## config.mk

```make
export PLATFORM = sky130hd
export DESIGN_NAME = mips_rtype_execute
export DESIGN_NICKNAME = d
export VERILOG_FILES = /design/src/rtl/core/mre_pkg.sv /design/src/rtl/core/mre_ram.sv /design/src/rtl/core/mre_ctrl.sv /design/src/rtl/core/mre_dp.sv /design/src/rtl/core/mips_rtype_execute.sv
export SDC_FILE = /design/constraint.sdc
export NUM_CORES = 2
export LEC_CHECK = 0
export BUFFER_PORTS_ARGS = -buffer_cell sky130_fd_sc_hd__buf_2
export CAP_MARGIN = 30
export CORE_AREA = 2 2 589 591
export CTS_BUF_LIST = sky130_fd_sc_hd__clkbuf_2 sky130_fd_sc_hd__clkbuf_4 sky130_fd_sc_hd__clkbuf_8
export CTS_CLUSTER_DIAMETER = 40
export DETAILED_ROUTE_END_ITERATION = 7
export DIE_AREA = 0 0 591 593
export GPL_TIMING_DRIVEN = 0
export PLACE_DENSITY_LB_ADDON = 0.08
export REMOVE_ABC_BUFFERS = 1
export SYNTH_ARGS = -nofsm -noshare
export SYNTH_HDL_FRONTEND = slang
export SYNTH_SLANG_ARGS = --single-unit
```

## constraint.sdc

```tcl
create_clock -name clk -period 28.9 [get_ports clk]
set_clock_uncertainty 0.2 [all_clocks]
set_input_delay 7.225 -clock clk [delete_from_list [all_inputs] [get_ports clk]]
set_output_delay 7.225 -clock clk [all_outputs]
set_load 0.03 [all_outputs]
```

## src/rtl/core/mre_pkg.sv

```systemverilog
// mre_pkg: shared types and constants for the r-type execute block
// no dependencies
package mre_pkg;

  localparam logic [4:0]  LINK_REG = 5'd31;
  localparam logic [31:0] PC_STEP  = 32'h0000_0004;

  typedef enum logic [4:0] {
    K_ADD = 5'd0, K_ADDU = 5'd1, K_SUB = 5'd2, K_SUBU = 5'd3,
    K_MULT = 5'd4, K_MULTU = 5'd5, K_DIV = 5'd6, K_DIVU = 5'd7,
    K_AND = 5'd8, K_NOR = 5'd9, K_OR = 5'd10, K_XOR = 5'd11,
    K_SLL = 5'd12, K_SLLV = 5'd13, K_SRL = 5'd14, K_SRA = 5'd15,
    K_SRLV = 5'd16, K_SRAV = 5'd17, K_SLT = 5'd18, K_SLTU = 5'd19,
    K_JR = 5'd20, K_JALR = 5'd21, K_MFHI = 5'd22, K_MFLO = 5'd23
  } kind_t;

  // controller to datapath
  typedef struct packed {
    logic load;      // capture item, start reading operands
    logic rd_op;     // operands at ram outputs, latch them
    logic exec;      // register alu results, start mul/div
    logic step;      // one iteration of mul/div
    logic finish;    // commit writeback and result
  } cmd_t;

  // datapath to controller
  typedef struct packed {
    logic iter_op;   // current item needs the iterative unit
    logic iter_done; // current step is the last iteration
  } sts_t;

endpackage

```

## src/rtl/core/mre_ram.sv

```systemverilog
// mre_ram: generic single write, single read ram with registered read
// no dependencies
module mre_ram #(
  parameter int WIDTH = 32,
  parameter int DEPTH = 32
) (
  input  logic                     clk,
  input  logic                     we,
  input  logic [$clog2(DEPTH)-1:0] waddr,
  input  logic [WIDTH-1:0]         wdata,
  input  logic [$clog2(DEPTH)-1:0] raddr,
  output logic [WIDTH-1:0]         rdata
);
  logic [WIDTH-1:0] mem [DEPTH];

  always_ff @(posedge clk) begin
    if (we) mem[waddr] <= wdata;
    rdata <= mem[raddr];
  end
endmodule

```

## src/rtl/core/mre_ctrl.sv

```systemverilog
// mre_ctrl: sequencing state machine for the r-type execute block
// depends on mre_pkg
module mre_ctrl (
  input  logic           clk,
  input  logic           rst_n,
  input  logic           in_fire,
  input  logic           out_free,
  input  mre_pkg::sts_t  sts,
  output logic           busy,
  output mre_pkg::cmd_t  cmd
);
  typedef enum logic [2:0] {S_IDLE, S_RD1, S_RD2, S_EXEC, S_ITER, S_FIN} state_t;
  state_t state_r, state_nxt;

  always_comb begin
    state_nxt = state_r;
    cmd = '0;
    case (state_r)
      S_IDLE: if (in_fire) begin cmd.load = 1'b1; state_nxt = S_RD1; end
      S_RD1:  state_nxt = S_RD2;
      S_RD2:  begin cmd.rd_op = 1'b1; state_nxt = S_EXEC; end
      S_EXEC: begin
        cmd.exec = 1'b1;
        state_nxt = sts.iter_op ? S_ITER : S_FIN;
      end
      S_ITER: begin
        cmd.step = 1'b1;
        if (sts.iter_done) state_nxt = S_FIN;
      end
      S_FIN:  if (out_free) begin cmd.finish = 1'b1; state_nxt = S_IDLE; end
      default: state_nxt = S_IDLE;
    endcase
  end

  always_ff @(posedge clk) begin
    if (!rst_n) state_r <= S_IDLE;
    else state_r <= state_nxt;
  end

  assign busy = (state_r != S_IDLE);
endmodule

```

## src/rtl/core/mre_dp.sv

```systemverilog
// mre_dp: register file, hi/lo, alu and shift-add / restoring divide unit
// depends on mre_pkg, mre_ram
module mre_dp (
  input  logic          clk,
  input  logic          rst_n,
  input  mre_pkg::cmd_t cmd,
  output mre_pkg::sts_t sts,
  input  logic [4:0]    kind,
  input  logic [31:0]   instr_word,
  input  logic [31:0]   cur_pc,
  output logic [135:0]  res   // packed result fields, lowest first
);
  logic [4:0]  kind_r, rs_r, rt_r, rd_r, sa_r;
  logic [31:0] pc_r, a_r, b_r, hi_r, lo_r;
  logic [31:0] a_ram, b_ram;
  // valid bits: rf entry written since reset
  logic [31:0] vld_r;
  logic        wr_r, jmp_r, dz_r;
  logic [4:0]  dst_r;
  logic [31:0] val_r, npc_r;
  // iterative unit
  logic [63:0] acc_r;
  logic [31:0] opb_r;
  logic [5:0]  cnt_r;
  logic        neg_q_r, neg_r_r;
  logic [33:0] trial;
  logic [32:0] psum;
  logic [31:0] ma, mb;
  logic        na, nb, is_mul, is_sgn;
  logic [31:0] alu;
  logic        alu_wr;
  logic [4:0]  shv;
  logic [63:0] prod;
  logic        rf_we;

  mre_ram #(.WIDTH(32), .DEPTH(32)) u_ram_a (
    .clk, .we(rf_we), .waddr(dst_r), .wdata(val_r),
    .raddr(rs_r), .rdata(a_ram));
  mre_ram #(.WIDTH(32), .DEPTH(32)) u_ram_b (
    .clk, .we(rf_we), .waddr(dst_r), .wdata(val_r),
    .raddr(rt_r), .rdata(b_ram));

  assign rf_we = cmd.finish && wr_r;

  always_ff @(posedge clk) begin
    if (!rst_n) vld_r <= '0;
    else if (rf_we) vld_r[dst_r] <= 1'b1;
  end

  assign is_mul = (kind_r == mre_pkg::K_MULT) || (kind_r == mre_pkg::K_MULTU);
  assign is_sgn = (kind_r == mre_pkg::K_MULT) || (kind_r == mre_pkg::K_DIV);
  assign na = is_sgn && a_r[31];
  assign nb = is_sgn && b_r[31];
  assign ma = na ? 32'd0 - a_r : a_r;
  assign mb = nb ? 32'd0 - b_r : b_r;
  assign sts.iter_op = is_mul || (kind_r == mre_pkg::K_DIV) || (kind_r == mre_pkg::K_DIVU);
  assign sts.iter_done = (cnt_r == 6'd1);
  // partial remainder shifted left with the next dividend bit, minus divisor
  assign trial = {1'b0, acc_r[63:31]} - {2'b0, opb_r};
  // high half plus multiplicand, carry kept
  assign psum = {1'b0, acc_r[63:32]} + {1'b0, (acc_r[0] ? opb_r : 32'd0)};

  always_comb begin
    shv = ((kind_r == mre_pkg::K_SLLV) || (kind_r == mre_pkg::K_SRLV) ||
           (kind_r == mre_pkg::K_SRAV)) ? a_r[4:0] : sa_r;
    alu = '0;
    alu_wr = 1'b1;
    case (kind_r)
      mre_pkg::K_ADD, mre_pkg::K_ADDU: alu = a_r + b_r;
      mre_pkg::K_SUB, mre_pkg::K_SUBU: alu = a_r - b_r;
      mre_pkg::K_AND:  alu = a_r & b_r;
      mre_pkg::K_NOR:  alu = ~(a_r | b_r);
      mre_pkg::K_OR:   alu = a_r | b_r;
      mre_pkg::K_XOR:  alu = a_r ^ b_r;
      mre_pkg::K_SLL, mre_pkg::K_SLLV: alu = b_r << shv;
      mre_pkg::K_SRL, mre_pkg::K_SRLV: alu = b_r >> shv;
      mre_pkg::K_SRA, mre_pkg::K_SRAV: alu = $unsigned($signed(b_r) >>> shv);
      mre_pkg::K_SLT:  alu = {31'd0, $signed(a_r) < $signed(b_r)};
      mre_pkg::K_SLTU: alu = {31'd0, a_r < b_r};
      mre_pkg::K_JALR: alu = pc_r + mre_pkg::PC_STEP;
      mre_pkg::K_MFHI: alu = hi_r;
      mre_pkg::K_MFLO: alu = lo_r;
      default: alu_wr = 1'b0;
    endcase
  end

  assign prod = is_mul ? acc_r : '0;

  always_ff @(posedge clk) begin
    if (!rst_n) begin
      hi_r <= '0;
      lo_r <= '0;
      cnt_r <= '0;
    end else begin
      if (cmd.exec) begin
        cnt_r <= 6'd32;
        opb_r <= is_mul ? ma : mb;
        acc_r <= {32'd0, is_mul ? mb : ma};
        neg_q_r <= na ^ nb;
        neg_r_r <= na;
        dz_r <= !is_mul && sts.iter_op && (b_r == 32'd0);
        jmp_r <= (kind_r == mre_pkg::K_JR) || (kind_r == mre_pkg::K_JALR);
        npc_r <= ((kind_r == mre_pkg::K_JR) || (kind_r == mre_pkg::K_JALR)) ? a_r : '0;
        dst_r <= (kind_r == mre_pkg::K_JALR) ? mre_pkg::LINK_REG : rd_r;
        wr_r <= alu_wr && !sts.iter_op && (kind_r != mre_pkg::K_JR) &&
                ((kind_r == mre_pkg::K_JALR) || (rd_r != 5'd0));
        val_r <= alu;
      end
      if (cmd.step) begin
        cnt_r <= cnt_r - 6'd1;
        if (is_mul) begin
          // shift-add: multiplier in low half, product accumulates high
          acc_r <= {psum, acc_r[31:1]};
        end else if (!trial[33]) begin
          acc_r <= {trial[31:0], acc_r[30:0], 1'b1};
        end else begin
          acc_r <= {acc_r[62:0], 1'b0};
        end
      end
      if (cmd.finish && sts.iter_op && !dz_r) begin
        if (is_mul) begin
          {hi_r, lo_r} <= (neg_q_r ? 64'd0 - acc_r : acc_r);
        end else begin
          lo_r <= neg_q_r ? 32'd0 - acc_r[31:0] : acc_r[31:0];
          hi_r <= neg_r_r ? 32'd0 - acc_r[63:32] : acc_r[63:32];
        end
      end
    end
  end

  always_ff @(posedge clk) begin
    if (cmd.load) begin
      kind_r <= kind;
      rs_r <= instr_word[25:21];
      rt_r <= instr_word[20:16];
      rd_r <= instr_word[15:11];
      sa_r <= instr_word[10:6];
      pc_r <= cur_pc;
    end
    if (cmd.rd_op) begin
      a_r <= vld_r[rs_r] ? a_ram : '0;
      b_r <= vld_r[rt_r] ? b_ram : '0;
    end
  end

  // result fields; hi/lo shown as after this step
  logic [63:0] hl_new;
  always_comb begin
    hl_new = {hi_r, lo_r};
    if (sts.iter_op && !dz_r) begin
      if (is_mul) hl_new = neg_q_r ? 64'd0 - prod : prod;
      else hl_new = {neg_r_r ? 32'd0 - acc_r[63:32] : acc_r[63:32],
                     neg_q_r ? 32'd0 - acc_r[31:0] : acc_r[31:0]};
    end
  end

  assign res = {dz_r, npc_r, jmp_r, hl_new[31:0], hl_new[63:32],
                wr_r ? val_r : 32'd0, wr_r ? dst_r : 5'd0, wr_r};
endmodule

```

## src/rtl/core/mips_rtype_execute.sv

```systemverilog
// mips_rtype_execute: top level of the r-type execute block
// depends on mre_pkg, mre_ctrl, mre_dp
//
// input channel in_*: one beat per instruction (kind, instruction word, pc)
// output channel out_*: one beat per instruction with the write, hi, lo,
//   jump and divide-by-zero results
// the register file is two ram copies of 32 entries, one per read port, with a
//   valid bit per entry, so reset clears it at once with no clearing pass
// each instruction passes the states rd1, rd2, exec and fin; mult, multu, div
//   and divu also pass the iter state, where the shift-add / restoring
//   divide unit takes one bit per cycle and sets the rate
// one instruction is in flight at a time; in_tready is low from the
//   accepted beat until the result beat has been loaded into the output
//   register
// the output register holds the result while out_tready is low; the next
//   input beat is taken as soon as the result is registered
// reset (rst_n low, synchronous) empties the output register, zeroes hi,
//   lo and the register file
module mips_rtype_execute (
  input  logic         clk,
  input  logic         rst_n,
  input  logic         in_tvalid,
  output logic         in_tready,
  input  logic [4:0]   in_tuser,   // kind
  input  logic [63:0]  in_tdata,   // instr_word[31:0], cur_pc[63:32]
  output logic         out_tvalid,
  input  logic         out_tready,
  output logic [135:0] out_tdata   // reg_written, dest_reg, dest_value, hi_value,
                                   // lo_value, jump_taken, next_pc,
                                   // divide_by_zero
);
  mre_pkg::cmd_t cmd;
  mre_pkg::sts_t sts;
  logic          busy, in_fire, out_free;
  logic [135:0]  res;
  logic          ovalid_r;
  logic [135:0]  odata_r;

  assign in_tready = !busy;
  assign in_fire   = in_tvalid && in_tready;
  assign out_free  = !ovalid_r || out_tready;

  mre_ctrl u_ctrl (.clk, .rst_n, .in_fire, .out_free, .sts, .busy, .cmd);

  mre_dp u_dp (
    .clk, .rst_n, .cmd, .sts, .kind(in_tuser),
    .instr_word(in_tdata[31:0]), .cur_pc(in_tdata[63:32]), .res);

  // output register
  always_ff @(posedge clk) begin
    if (!rst_n) ovalid_r <= 1'b0;
    else if (cmd.finish) ovalid_r <= 1'b1;
    else if (out_tready) ovalid_r <= 1'b0;
  end

  always_ff @(posedge clk) begin
    if (cmd.finish) odata_r <= res;
  end

  assign out_tvalid = ovalid_r;
  assign out_tdata  = odata_r;
endmodule

```

Yosys cells after proc, flatten, opt, wreduce, memory -nomap -nowiden
Memories as Yosys holds them, arrays and structs flattened. A register that Yosys moved wholly into a read port is not among the register bits.
Index checks and enable logic that the tools add are counted.
- reductions and logical operators: 43
- shifts and indexed selects: 3
- muxes and demuxes: 45
- add/sub/neg operators: 12
- $lt $le $gt $ge: 6
- equality and inequality tests: 33
- bitwise logic cells: 6
- operators with widths (operator ; number):
    2-to-1 mux 64 bit ; 9
    one-hot mux 32 bit (14 select lines) ; 1
    2-to-1 mux 32 bit ; 9
    subtractor 1 x 32 -> 32 bit (first input constant) ; 4
    subtractor 1 x 64 -> 64 bit (first input constant) ; 2
    less-than comparator 32 bit ; 2
    bitwise OR 32 bit ; 2
    equality test 5 x 4 -> 1 bit (second input constant) ; 8
    equality test 5 bit (second input constant) ; 8
    subtractor 33 x 32 -> 34 bit ; 1
    adder 32 x 32 -> 33 bit ; 1
    adder 32 x 3 -> 32 bit (second input constant) ; 1
    adder 32 bit ; 1
    AND 32 bit ; 1
    logical NOT 32 bit ; 1
    NOT 32 bit ; 1
    << shifter 32 x 5 -> 32 bit ; 1
    right shift 32 x 5 -> 32 bit ; 1
    >>> shifter 32 x 5 -> 32 bit ; 1
    subtractor 32 bit ; 1
    XOR 32 bit ; 1
    equality test 5 x 3 -> 1 bit (second input constant) ; 4
    OR reduction 19 bit ; 1
    less-than comparator 5 x 6 -> 1 bit (second input constant) ; 3
    29 further kinds ; 83
- output and inout port bits: 138
- RAM bits: 2048
- memories kept: 2
- bits in registers: 533
- memories (memory ; depth ; width ; read ports ; clocked after memory_dff ; write ports ; line ; text):
    u_dp.u_ram_a.mem ; 32 ; 32 ; 1 ; 1 ; 1 ; mre_ram.sv:14 ; logic [WIDTH-1:0] mem [DEPTH];
    u_dp.u_ram_b.mem ; 32 ; 32 ; 1 ; 1 ; 1 ; mre_ram.sv:14 ;

Logic depth before layout (Yosys ltp)
- word-level depth: 8
- gate-level depth with buffers: 15
- gate-level depth less buffers: 14

By module
A second synthesis with hierarchy kept.
- cells, all modules: 8629
- area total of the unflattened synthesis: 118899.0 um^2
- by module, submodules not included (module ; times used ; cells an instance ; seq. area each (um^2) ; area each (um^2)):
    mre_ram (u_dp.u_ram_a) ; 1 ; 2260 ; 31390.1 ; 40492.6
    mre_ram (u_dp.u_ram_b) ; 1 ; 2260 ; 31390.1 ; 40485.1
    mre_dp ; 1 ; 3942 ; 10780.3 ; 33586.0
    mips_rtype_execute ; 1 ; 142 ; 4103.9 ; 4142.7
    mre_ctrl ; 1 ; 25 ; 60.1 ; 192.7

Worst setup path after synthesis
Ideal clock, no wire load.
- path type: input-to-reg
- start: in out_tready
- end: mem u_dp.u_ram_b.mem[28][0], enable pin
- stages on the path: 5
- arrival: 17.053 ns
- data required time: 28.237 ns
- path slack: 11.184 ns
- cells stage by stage: nand2b_1 and2_1 nor2b_1 nand4_1 nor3_1
- RTL lines (item ; line ; text):
    start: declaration ; mips_rtype_execute.sv:27 ; input logic out_tready,
    end: declaration ; mre_ram.sv:14 ;

==> flow_metrics.py <==
metrics = {
    "setup_path": {
        "end_kind": "flip-flop",
        "crit-reg2reg-launch": "u_dp.kind_r[0]",
        "r2r-end": "u_dp.val_r[8]",
        "reg2reg_depth": 11,
        "worst-path-stages": 13,
        "r2r_slack_ps": 22530,
        "cp_num_buf_inv": 6,
        "path_class": "in2reg",
        "crit_required_ps": 29430,
        "start_kind": "input port",
        "endpoint": "u_dp.u_ram_b.mem[24][9]",
        "critPathArrivalTime_ps": 10850,
        "cp_top_family": "simple AND/OR/NAND/NOR gates",
        "path_cells": "buf_2 -> nand2b_1 -> and2_1 -> nor2b_4 -> buf_12 -> and2_1 -> nor2b_1 -> nand3_1 -> nor3_2 -> buf_8 -> buf_6 -> buf_6 -> buf_6",
        "crit_path_top_delay_cell": "nor3_2",
        "crit_fanout": 22,
        "cp-startpoint": "out_tready",
        "slowest_delay_ps": 720,
        "cpMostUsedCell": "buf_6",
    },
    "global_routing": {
        "antenna_found_initial": 21,
        "grt_max_degree": 86,
        "grt_pass1_wl_mm": 495,
        "grt_use_total_pct": 20.1,
        "grt_pass1_vias": 60200,
        "overflow": 0,
    },
    "clock_tree": {
        "clk_latency_ps": 1080,
        "clock-sinks": 1621,
        "ctsHoldBuffers": 0,
        "cts_resized": 0,
        "cts_buffer_depth": 4,
        "htreeDepth": 5,
        "numCtsBuffers": 366,
        "root_buffer": "clkbuf_8",
        "cts_tree": "done",
        "cts_setup_buffers": 0,
        "clkTransAtPathRegs_ps": 50,
    },
    "pwr": {
        "peakVddDrop_mv": 0.0333,
        "power.density_nw_per_um2": 67.5,
        "p_leak_nw": 37.2,
        "p_int_mw": 5.10,
        "combPwrFrac_pct": 21.7,
        "pwr-share-seq_pct": 37.9,
        "sw_frac_of_total_pct": 29.8,
        "p_switching_mw": 2.16,
        "power_frac_clock_pct": 40.5,
    },
    "synth": {
        "async_flop_share_pct": 0,
        "ys_ff_latch": 1621,
        "synth_area_sq_um": 85700,
        "syn_avg_cell_area_sq_um": 14.1,
        "synth_edf_count": 1451,
        "yosys_warnings": 0,
        "ys_types": 100,
        "yosysSeqAreaShare_pct": 54.8,
        "syn_inst": 6082,
        "synthFlopType": "edfxtp_1",
    },
    "detailed_routing": {
        "drc": 0,
        "drt_iter0_drc": 4856,
        "ant_nets": 0,
        "avgViaCountPerCell": 5.09,
        "wl_per_cell_um": 31.2,
        "route.final.wire_length_mm": 359,
        "num_vias": 58500,
        "firstDrtPassIters": 8,
    },
    "place": {
        "dpl_cell_area_sq_um": 98900,
        "dp_slack_ps": 17450,
        "io_buffers": 198,
        "hpwl_mm": 271,
        "globalplace.congestion": 0.893,
    },
    "worst_hold_path": {
        "min_from": "u_dp.npc_r[28]",
        "holdPathStages": 0,
        "min_path_type": "reg2reg",
    },
    "floorplanning": {
        "core_area_sq_um": 345000,
        "initial_core_util_pct": 24.9,
        "die_w_um": 591,
        "row_count": 216,
        "dieArea_sq_um": 350000,
        "io_pins": 211,
        "fp.dieH_um": 593,
    },
    "finish": {
        "area_growth_pct": 25.6,
        "nets": 6842,
        "final_util_pct": 31.2,
        "drive_above_1_share_pct": 29.9,
        "finish.instance_area_sq_um": 108000,
    },
    "sta": {
        "report.final.hold_viol_count": 0,
        "whs_ps": 229,
        "slew_headroom_pct": 30.0,
        "drv_slew": 0,
        "setup_viol": 0,
        "finalCritPeriodShare_pct": 35.7,
        "worst_pin_slew_ps": 1040,
        "rsz0062_at_grt": "no",
        "min_period_ps": 10320,
        "setup_ws_ps": 18580,
        "timing.fmax_mhz": 96.9,
    },
    "run": {
        "drv_cap": 0,
    },
    "status": {
        "status": "finished, final reports clean",
    },
}
## state kept, by name (all words and copies together) (netlist names), 6 cells and up
| name | count |
|---|---|
| u_dp.u_ram_b.mem | 1024 |
| out_tdata | 136 |
| u_dp.acc_r | 64 |
| u_dp.a_r | 32 |
| u_dp.b_r | 32 |
| u_dp.hi_r | 32 |
| u_dp.lo_r | 32 |
| u_dp.npc_r | 32 |
| u_dp.opb_r | 32 |
| u_dp.pc_r | 32 |
| u_dp.u_ram_a.rdata | 32 |
| u_dp.u_ram_b.rdata | 32 |
| u_dp.val_r | 32 |
| u_dp.vld_r | 32 |
| u_dp.cnt_r | 6 |
## synthesized netlist by cell type (all sizes together) (90+ instances only)
cell type | count | share of area [%]
nand2 | 387 | 1.7
mux2 | 92 | 1.2
nor2b | 90 | 0.66
nor3 | 98 | 0.57
clkbuf | 310 | 1.4
dfxtp | 170 | 4.0
xor2 | 98 | 1.0
buf | 117 | 0.65
edfxtp | 1451 | 51
inv | 163 | 0.71
xnor2 | 140 | 1.4
a21oi | 285 | 1.7
mux4 | 660 | 17
mux2i | 155 | 1.8
nor2 | 327 | 1.4
o21ai | 329 | 1.9
ha | 173 | 2.5
## cells by family after synthesis
kind of cell    count (synthesis)  synth area share [%]
flops                        1621                  54.8
simple gates                 1276                  7.13
compound gates               1271                  9.90
mux                           907                  20.4
buf+inv                       592                  2.73
xor+xnor                      238                  2.43
fa+ha+maj                     177                  2.62
## worst min-delay path by stage
stage / to / slack (ps)
finish: out_tdata[131] / 230
global route: out_tdata[131] / 230
CTS: out_tdata[131] / 230
detailed placement: out_tdata[132] / 210
global placement: out_tdata[104] / 210
floorplan: out_tdata[102] / 200
## cells in the final DEF (no fill, tap or decap), types with 65 or more instances in the layout
cell type | synthesis | layout
and2_1 | 70 | 65
o21ai_0 | 321 | 317
nor3_1 | 98 | 91
clkbuf_8 | 0 | 391
buf_2 | 26 | 206
xnor2_1 | 140 | 140
nand3_1 | 76 | 76
buf_12 | 0 | 76
a21oi_1 | 282 | 280
nor2b_1 | 90 | 89
ha_1 | 173 | 173
nor2_1 | 325 | 294
mux2_2 | 92 | 92
mux2i_1 | 153 | 148
clkbuf_4 | 0 | 77
edfxtp_1 | 1451 | 1451
xor2_1 | 98 | 98
buf_16 | 0 | 205
a211oi_1 | 79 | 79
a21o_1 | 70 | 70
dfxtp_1 | 170 | 170
inv_1 | 163 | 163
mux4_2 | 660 | 660
nand2_1 | 386 | 382
## power groups by stage
stage	Clock (mW)	Combinational, mW	Sequential (mW)
floorplan	0	0.941	2.82
global placement	0	1.49	3.02
detailed placement	0	1.56	2.80
CTS	3.03	1.57	2.75
global route	3.14	1.66	2.75
finish	2.94	1.57	2.75
## layout make-up
cell class	instances	area (sq um)
clock inverter	212	2350
sequential	1621	47000
multi-input combinational	3869	36800
clock buffer	468	5960
inverter	165	619
timing repair buffer	569	9140
fill	34100	237000
antenna	11	27.5
tap	4578	5730
## routing by layer
metal  routed length (um)  GRT usage, %  vias up
met5                   14             0        -
met4                12300          6.83        2
met3                14600          2.36      520
met2               179000          35.0     1793
met1               153000          25.9    30700
li1                     -             -    25400
## per-stage QoR
| step | power [mW] | setup TNS [ps] | std cells |
|---|---|---|---|
| 2_1_floorplan | 3.76 | 0 | 5655 |
| 3_3_place_gp | 4.51 | -251570 | 10400 |
| 3_5_place_dp | 4.36 | 0 | 10800 |
| 4_1_cts | 7.36 | 0 | 11500 |
| 5_1_grt | 7.55 | 0 | 11500 |
| 6_report | 7.26 | 0 | 11500 |
## worst register-to-register path: cells and delay by family, from the launching register on
family / cells / cell delay [ps]
compound gates: 5 / 2830
simple gates: 2 / 1250
mux: 2 / 790
flops: 1 / 560
buf+inv: 2 / 430
Power figures use the tool's default switching activity.
